**src/sv/wsd_pkg.sv**
```systemverilog
// Types and constants of the WebSocket frame deframer.
package wsd_pkg;

	typedef enum logic [2:0] {
		PH_IDLE    = 3'd0,
		PH_LEN     = 3'd1,
		PH_EXT_HI  = 3'd2,
		PH_EXT_LO  = 3'd3,
		PH_MASK    = 3'd4,
		PH_PAYLOAD = 3'd5
	} phase_t;

	typedef enum logic [1:0] {
		KIND_DATA  = 2'd0,
		KIND_EMPTY = 2'd1,
		KIND_LEN64 = 2'd2,
		KIND_ABORT = 2'd3
	} kind_t;

	localparam logic [6:0] LEN_EXT16 = 7'd126;
	localparam logic [6:0] LEN_EXT64 = 7'd127;
	localparam logic [1:0] MASK_LAST_POS = 2'd3;

	typedef struct packed {
		kind_t      kind;
		logic [7:0] data;
		logic [6:0] opcode;
		logic       last;
	} wsd_result_t;

endpackage

```
**src/sv/wsd_parser.sv**
```systemverilog
// Frame header state machine, unmasking and result formation for one byte per cycle in which step is high.
module wsd_parser (
	input  logic                 clk,
	input  logic                 arst_n,
	input  logic                 step,
	input  logic [7:0]           rx_byte,
	input  logic                 link_down,
	output logic                 res_valid,
	output wsd_pkg::wsd_result_t res
);
	import wsd_pkg::*;

	phase_t      phase_q, phase_d;
	logic [6:0]  held_opcode_q;
	logic        masked_q;
	logic [15:0] remaining_q;
	logic [7:0]  mask_key_q [4];
	logic [1:0]  byte_pos_q;

	logic [6:0]  len7;
	logic [15:0] ext_len;
	logic [15:0] rem_dec;

	assign len7    = rx_byte[6:0];
	assign ext_len = {remaining_q[15:8], rx_byte};
	assign rem_dec = remaining_q - 16'd1;

	// next state
	always_comb begin
		phase_d = phase_q;
		if (step) begin
			if (link_down) begin
				phase_d = PH_IDLE;
			end else begin
				case (phase_q)
					PH_IDLE: phase_d = PH_LEN;
					PH_LEN: begin
						if (len7 == LEN_EXT16) phase_d = PH_EXT_HI;
						else if (len7 == LEN_EXT64) phase_d = PH_IDLE;
						else if (rx_byte[7]) phase_d = PH_MASK;
						else if (len7 == 7'd0) phase_d = PH_IDLE;
						else phase_d = PH_PAYLOAD;
					end
					PH_EXT_HI: phase_d = PH_EXT_LO;
					PH_EXT_LO: begin
						if (masked_q) phase_d = PH_MASK;
						else if (ext_len == 16'd0) phase_d = PH_IDLE;
						else phase_d = PH_PAYLOAD;
					end
					PH_MASK: begin
						if (byte_pos_q == MASK_LAST_POS)
							phase_d = (remaining_q == 16'd0) ? PH_IDLE : PH_PAYLOAD;
					end
					PH_PAYLOAD: begin
						if (rem_dec == 16'd0) phase_d = PH_IDLE;
					end
					default: phase_d = PH_IDLE;
				endcase
			end
		end
	end

	// result
	always_comb begin
		res_valid  = 1'b0;
		res.kind   = KIND_EMPTY;
		res.data   = 8'd0;
		res.opcode = held_opcode_q;
		res.last   = 1'b1;
		if (step) begin
			if (link_down) begin
				if (phase_q != PH_IDLE) begin
					res_valid = 1'b1;
					res.kind  = KIND_ABORT;
				end
			end else begin
				case (phase_q)
					PH_LEN: begin
						if (len7 == LEN_EXT64) begin
							res_valid = 1'b1;
							res.kind  = KIND_LEN64;
						end else if (len7 == 7'd0 && !rx_byte[7]) begin
							res_valid = 1'b1;
						end
					end
					PH_EXT_LO: begin
						if (!masked_q && ext_len == 16'd0) res_valid = 1'b1;
					end
					PH_MASK: begin
						if (byte_pos_q == MASK_LAST_POS && remaining_q == 16'd0)
							res_valid = 1'b1;
					end
					PH_PAYLOAD: begin
						res_valid = 1'b1;
						res.kind  = KIND_DATA;
						res.data  = masked_q ? (rx_byte ^ mask_key_q[byte_pos_q]) : rx_byte;
						res.last  = (rem_dec == 16'd0);
					end
					default: res_valid = 1'b0;
				endcase
			end
		end
	end

	always_ff @(posedge clk or negedge arst_n) begin
		if (!arst_n) begin
			phase_q <= PH_IDLE;
		end else begin
			phase_q <= phase_d;
		end
	end

	always_ff @(posedge clk or negedge arst_n) begin
		if (!arst_n) begin
			held_opcode_q <= 7'd0;
			masked_q      <= 1'b0;
			remaining_q   <= 16'd0;
			byte_pos_q    <= 2'd0;
			for (int i = 0; i < 4; i++) mask_key_q[i] <= 8'd0;
		end else if (step && !link_down) begin
			case (phase_q)
				PH_IDLE: begin
					held_opcode_q <= rx_byte[6:0];
					byte_pos_q    <= 2'd0;
				end
				PH_LEN: begin
					masked_q <= rx_byte[7];
					if (len7 != LEN_EXT16 && len7 != LEN_EXT64) begin
						remaining_q <= {9'd0, len7};
						byte_pos_q  <= 2'd0;
					end
				end
				PH_EXT_HI: remaining_q <= {rx_byte, 8'h00};
				PH_EXT_LO: begin
					remaining_q <= ext_len;
					byte_pos_q  <= 2'd0;
				end
				PH_MASK: begin
					mask_key_q[byte_pos_q] <= rx_byte;
					byte_pos_q             <= byte_pos_q + 2'd1;
				end
				PH_PAYLOAD: begin
					byte_pos_q  <= byte_pos_q + 2'd1;
					remaining_q <= rem_dec;
				end
				default: byte_pos_q <= byte_pos_q;
			endcase
		end
	end

endmodule

```
**src/sv/websocket_frame_deframer_top.sv**
```systemverilog
// Top level of the WebSocket frame deframer: parser plus two-deep result buffer.
// One received byte is taken per cycle while in_ready is high; its result, if any, sits in
// the output register from the cycle after the request is accepted, or in the skid entry when
// an earlier result is still waiting there. The parser handles each byte combinationally, so
// the rate is set by the output side alone: a result register backed by one skid entry lets
// bytes keep coming while a result waits, and in_ready drops only once both hold undelivered
// results. Header and mask bytes give no result, save the byte that ends an empty frame or
// holds a 64-bit length; link loss while idle gives none; every payload byte gives one.
module websocket_frame_deframer_top (
	input  logic       clk,
	input  logic       arst_n,
	input  logic       in_valid,
	output logic       in_ready,
	input  logic [7:0] rx_byte,
	input  logic       link_down,
	output logic       out_valid,
	input  logic       out_ready,
	output logic [1:0] kind,
	output logic [7:0] data_byte,
	output logic [6:0] frame_opcode,
	output logic       last_of_frame
);
	import wsd_pkg::*;

	logic        step;
	logic        res_valid;
	wsd_result_t res;

	logic        out_valid_q;
	wsd_result_t out_q;
	logic        skid_valid_q;
	wsd_result_t skid_q;
	logic        take;

	assign in_ready = !skid_valid_q;
	assign step     = in_valid && in_ready;
	assign take     = out_valid_q && out_ready;

	wsd_parser u_parser (
		.clk       (clk),
		.arst_n    (arst_n),
		.step      (step),
		.rx_byte   (rx_byte),
		.link_down (link_down),
		.res_valid (res_valid),
		.res       (res)
	);

	always_ff @(posedge clk or negedge arst_n) begin
		if (!arst_n) begin
			out_valid_q  <= 1'b0;
			skid_valid_q <= 1'b0;
		end else if (skid_valid_q) begin
			// no new request while the skid entry is full
			if (take) begin
				skid_valid_q <= 1'b0;
			end
		end else if (res_valid) begin
			if (out_valid_q && !take) begin
				skid_valid_q <= 1'b1;
			end else begin
				out_valid_q <= 1'b1;
			end
		end else if (take) begin
			out_valid_q <= 1'b0;
		end
	end

	always_ff @(posedge clk) begin
		if (skid_valid_q) begin
			if (take) out_q <= skid_q;
		end else if (res_valid) begin
			if (out_valid_q && !take) skid_q <= res;
			else out_q <= res;
		end
	end

	assign out_valid     = out_valid_q;
	assign kind          = out_q.kind;
	assign data_byte     = out_q.data;
	assign frame_opcode  = out_q.opcode;
	assign last_of_frame = out_q.last;

endmodule

```
**config.mk**
```make
export PLATFORM = sky130hd
export DESIGN_NAME = websocket_frame_deframer_top
export DESIGN_NICKNAME = d
export VERILOG_FILES = /design/src/sv/wsd_pkg.sv /design/src/sv/wsd_parser.sv /design/src/sv/websocket_frame_deframer_top.sv
export SDC_FILE = /design/constraint.sdc
export NUM_CORES = 1
export LEC_CHECK = 0
export BUFFER_PORTS_ARGS = -buffer_cell sky130_fd_sc_hd__buf_2
export CORE_ASPECT_RATIO = 2
export CORE_MARGIN = 2
export CORE_UTILIZATION = 60
export DETAILED_ROUTE_END_ITERATION = 12
export GPL_ROUTABILITY_DRIVEN = 0
export PLACE_DENSITY = 0.79
export SLEW_MARGIN = 10
export SYNTH_ARGS = -nofsm -noshare
export SYNTH_HDL_FRONTEND = slang
export SYNTH_SLANG_ARGS = --single-unit
```
**constraint.sdc**
```tcl
create_clock -name clk -period 4.78 [get_ports clk]
set_input_delay 0 -clock clk [delete_from_list [all_inputs] [get_ports clk]]
set_output_delay 0 -clock clk [all_outputs]
set_load 0.05 [all_outputs]
```
# Word-level counts from Yosys, hierarchy flattened
# Index checks and enable logic that the tools add are counted.
# word_totals
inputBits	13
register_bits	99
out_inout_bits	20
wordCells	132
# op_classes
add_sub_neg	2
n_mux	51
n_lt_le_gt_ge	2
reduce_logical	37
bitwise_logic	4
eq_ne	16
# ops
operator	count
$mux 18	4
$pmux 16 s4	1
$logic_not 16->1	3
$mux 8	6
$bwmux 32	1
$mux 3	10
$pmux 3 s6	1
$reduce_and 3->1	6
$mux 1	17
$bmux 8 s2	1
$demux 8 s2	1
$mux 16	1
$sub 16x1->16 const B	1
$eq 7x7->1 const B	2
$ne 7x7->1 const B	2
$mux 10	1
$logic_and 1x1->1	9
$reduce_bool 3->1	3
$mux 2	4
$xor 8x8->8	1
$logic_not 7->1	1
$eq 3x2->1 const B	2
$eq 3x3->1 const B	2
$ne 3x2->1 const B	2
19 further kinds	30

# Depth between registers and ports, before layout
# logic_depth
depth_word	12
depth_mapped	10
depth_no_buf	9

# Cells and area by module
# Synthesis repeated with hierarchy kept, for this count alone.
# hier_totals
cells_unflattened	452
area_unflattened_um2	5166.2
# by_module_without_submodules
module	seq_area_each_um2	area_each_um2	cells_each	n_inst
wsd_parser	1526.5	3672.3	383	1
websocket_frame_deframer_top	1131.1	1493.9	69	1

# Worst setup path after synthesis
# No wires, ideal clock.
# synth_timing
path_kind	reg2reg
start	register u_parser.remaining_q[0]
end	register skid_q[0] (netlist bit), enable pin
t_required_ns	4.364
path_slack_ns	1.138
synth_period_minus_slack_ns	3.642
stages_incl_launch_ff	9
t_arrival_ns	3.226
setup_ns	0.416
n_path_buf	1
cell_sequence	dfrtp_1 inv_1 ha_1 or4b_4 buf_6 nor3_1 nand4_1 a41o_1 nor3_1
# synth_via
elab_chain_cells	7
# synth_rtl
element	line	text
from (decl)	wsd_parser.sv:16	logic [15:0] remaining_q;
from (signal assigned)	wsd_parser.sv:129	remaining_q <= {9'd0, len7};
from (signal assigned)	wsd_parser.sv:133	PH_EXT_HI: remaining_q <= {rx_byte, 8'h00};
from (signal assigned)	wsd_parser.sv:135	remaining_q <= ext_len;
$logic_not 16->1	wsd_parser.sv:90	if (byte_pos_q == MASK_LAST_POS && remaining_q == 16'd0)
$logic_and 1x1->1	wsd_parser.sv:90	
$mux 1	wsd_parser.sv:90	
$pmux 1 s4	wsd_parser.sv:77	case (phase_q)
$mux 1	wsd_parser.sv:71	if (link_down) begin
$mux 1	wsd_parser.sv:70	if (step) begin
$reduce_and 3->1 (no source line)	n/a	
to (signal assigned)	websocket_frame_deframer_top.sv:73	if (out_valid_q && !take) skid_q <= res;
to (decl)	websocket_frame_deframer_top.sv:32	wsd_result_t skid_q;
# Every way passes these cells.
# A chain may end at the register's enable or synchronous reset.

# Worst setup path after layout
# layout_timing
start	register u_parser.remaining_q[0]
end	register out_q, in the netlist frame_opcode[2], enable pin
# layout_via
elab_chain_cells	8
# layout_rtl
element	line	text
$logic_not 16->1	wsd_parser.sv:90	
$logic_and 1x1->1	wsd_parser.sv:90	
$mux 1	wsd_parser.sv:90	
$pmux 1 s4	wsd_parser.sv:77	
$mux 1	wsd_parser.sv:71	
$mux 1	wsd_parser.sv:70	
$reduce_bool 2->1 (no source line)	n/a	
$reduce_and 3->1 (no source line)	n/a	
to (signal assigned)	websocket_frame_deframer_top.sv:71	if (take) out_q <= skid_q;
to (signal assigned)	websocket_frame_deframer_top.sv:74	else out_q <= res;
to (decl)	websocket_frame_deframer_top.sv:30	wsd_result_t out_q;
# Every way passes these cells.

==> summary.md <==
| Metric | Value |
|---|---|
| Die Area | `9060 um^2` |
| Largest family of logic cells by synthesized area | `multiplexers` |
| Top cells by area, synth | `dfrtp_1 32%, edfxtp_1 22%, mux2_2 11%` |
| Sink Count | `99` |
| Setup TNS | `0 ns` |
| Drt first-iter violations | `roughly 450` |
| Row cnt | `47` |
| Commonest non-fill, non-tap cells in the layout | `63 x dfrtp_1, 49 x mux2_2, 45 x nand2_1` |
| Synth warnings | `0` |
| EDFF count, synth | `36` |
| CP arrival | `3.43 ns` |
| Routed WL | `11.3 mm` |
| Combinational power share | `32.2%` |
| Htree depth | `3` |
| Final setup fails | `0` |
| Core area | `8170 um^2` |
| Pre-CTS setup slack | `1.36 ns` |
| Vias/cell | `between 6 and 7` |
| Crit path time final | `between 3 and 4 ns` |
| Synth Area in Adders | `1.51%` |
| Max Slew Vio Count | `0` |
| Post-synthesis mux area share | `15.0%` |
| Power, Total | `between 2 and 3 mW` |
| Unique cell type count in the Yosys netlist | `54` |
| Prevailing post-synth register cell | `dfrtp_1` |
| Mapped Nets | `452` |
| Outcome | `completed` |
| Most common cell after layout, fill and taps aside | `dfrtp_1` |
| CTS Buf Count | `9` |
| Worst skew pair latency | `0.34 ns` |
| Ys async rst share | `63.6%` |
| Hpwl dp | `between 8 and 9 mm` |
| Crit share post-route | `72.4%` |
| IO Pins | `33` |
| Reg2reg end | `frame_opcode[2]` |
| Reg power frac | `46.3%` |
| Vias in the first global route | `3676` |
| Mapped Avg Cell Area | `11.5 um^2` |
| Hold EP | `u_parser.phase_q[1]` |
| Met2 Usage GRT | `46.2%` |
| Compound-cell area share of the yosys netlist | `11.0%` |
| FF-to-FF setup slack | `1.32 ns` |
| Worst Tran Pin Value | `0.976 ns` |
| FF-to-FF Start | `u_parser.remaining_q[0]` |
| Clock power share | `21.5%` |
| Fin. Hold Viols | `0` |
| Post-synthesis sequential area ratio | `53.5%` |
| Worst Skew | `0.00409 ns` |
| TritonCTS clock tree | `done` |
| IO buf count | `32` |
| Worst setup EP type | `flip-flop` |
| Busiest grt layer | `met2` |
| Gate Count Post-Synth | `between 400 and 500` |
| Post-Synth XOR/XNOR Area | `2.65%` |
| LEAKAGE | `2.28 nW` |
| Worst Reg2Reg Path Length in Cells | `7` |
| Post-route cell area | `5440 um^2` |
| CTS clock-pin slew for the worst setup and hold paths | `0.06 ns` |
| PD cells | `536 nW/um^2` |
| Share of layout cells above drive strength 1 | `24.2%` |
| Switching share of total power | `36.4%` |
| Initial antenna violation count | `0` |
| Min-delay src | `link_down` |
| Top cell type's share of synthesized area | `31.7%` |
| N_diodes | `0` |
| Clock root cell | `clkbuf_16` |
| Placed Area | `slightly above 5000 um^2` |
| First-pass DRT Iterations | `5` |
| Post-synth top area cell | `dfrtp_1` |
| Worst hold slack | `0.0480 ns` |
| Final worst slack | `~1.3 ns` |
| Chip width | `68.3 um` |
| Seq cells post-synth | `slightly below 100` |
| Peak supply drop | `0.000296 V` |
| Die height | `~130 um` |
| Gr ovfl total | `0` |
| Pin count of the biggest net entering global routing | `64` |
| CTS max path bufs | `2` |
| Relative slew slack | `34.9%` |
| Synth Cell Area | `4970 um^2` |
| Worst setup startpoint | `u_parser.remaining_q[0]` |
| First-pass GRT wire length | `18.1 mm` |
| Max-Cap Viols | `0` |
| Req. time, crit path | `4.75 ns` |
| P_sw | `1.06 mW` |
| Average wire per standard cell | `20.3 um` |
| Final #Nets | `474` |
| Int Pwr | `1.85 mW` |
| Final ANT Viol Nets | `0` |
| Met3 Track Usage GR | `6.12%` |
| Min-Delay Path Depth | `3` |
| Crit-path max FO | `18` |
| GR Util met1 | `just under 30%` |
| Hold Path Class | `in2reg` |
| Routed via count | `3638` |
| Area delta synth->final | `9.55%` |
| RSZ-0062 raised after global routing | `false` |
| Startpoint types | `flip-flop` |
| Total global-route track usage | `27.1%` |
| FMAX | `0.289 GHz` |
| # DRC | `0` |
| Initial Util | `just over 60%` |
| Simple-gate share of the synthesized area | `13.5%` |
| WS Path Type | `reg2reg` |
## metal layers
metal	share of wire [%]	vias to the layer above
li1	-	1619
met2	54	171
met4	6.1	0
met5	0	-
met1	35	1785
met3	5.1	63
## per-stage QoR
step	std cells	utilization (%)
finish	557	66.6
global route	557	66.6
CTS	557	66.6
detailed placement	540	63.2
global placement	540	63.2
floorplan	433	-
## power groups by stage
stage	clock network (mW)	registers (mW)	logic (mW)
after CTS	0.634	1.34	0.933
after floorplan	0	1.39	0.665
after global routing	0.674	1.38	1.01
after detailed placement	0	1.36	0.924
after global placement	0	1.34	0.893
final	0.627	1.35	0.940
## cells by family after synthesis
group	Yosys count
AND/OR/NAND/NOR	139
flip-flops	99
AO/OA/AOI/OAI	82
multiplexers	58
buffers and inverters	34
XOR/XNOR	15
adder cells (fa/ha/maj)	6
## sequential cells by signal, indices dropped and copies added, names as in the netlist
name and count:
data_byte 8, frame_opcode 7, kind 2, last_of_frame 1, out_valid 1, skid_q 18, skid_valid_q 1, u_parser.byte_pos_q 2
u_parser.held_opcode_q 7, u_parser.mask_key_q 32, u_parser.masked_q 1, u_parser.phase_q 3, u_parser.remaining_q 16
## synth_stat cells (all sizes together), types with 4 or more instances
cell type / instances
a21o: 10
a21oi: 18
a22oi: 4
buf: 4
clkbuf: 22
dfrtp: 63
edfxtp: 36
ha: 6
inv: 8
mux2: 50
mux4: 8
nand2: 45
nand3: 8
nand4: 5
nor2: 38
nor3: 17
nor4: 6
o21ai: 29
or3: 4
xnor2: 5
xor2: 10
## how the worst max path moves through the flow
| stage | end | slack [ns] | cells after the start |
|---|---|---|---|
| finish | frame_opcode[2] | 1.32 | 7 |
| global route | frame_opcode[4] | 1.17 | 7 |
| CTS | data_byte[1] | 1.35 | 7 |
| detailed placement | frame_opcode[1] | 1.36 | 7 |
| global placement | frame_opcode[3] | 1.50 | 7 |
| floorplan | skid_q[0] | 1.14 | 8 |
## critical path, cell delays in order (launching register included)
cell and delay, ns:
dfrtp_1 0.43, inv_1 0.13, ha_1 0.31, or4b_4 0.60, nor3_1 0.38, nand4_1 0.15
a41o_1 0.32, a2bb2oi_2 0.76
## repair_timing
item / 4_1_cts / 5_1_grt
setup buffers: 0 / 0
hold buffers: 2 / 0
hold endpoints to repair: 64 / 0
gates resized for setup: 0 / 0
setup endpoints to repair: 0 / 0
## area by class of cell
class | instances | area [um^2]
sequential | 99 | 2660
inverter | 8 | 30.0
clock inverter | 4 | 18.8
timing repair buffer | 37 | 203
fill | 619 | 2730
tap | 98 | 123
multi-input combinational | 300 | 2180
clock buffer | 11 | 233
(Power assumes the default switching activity.)
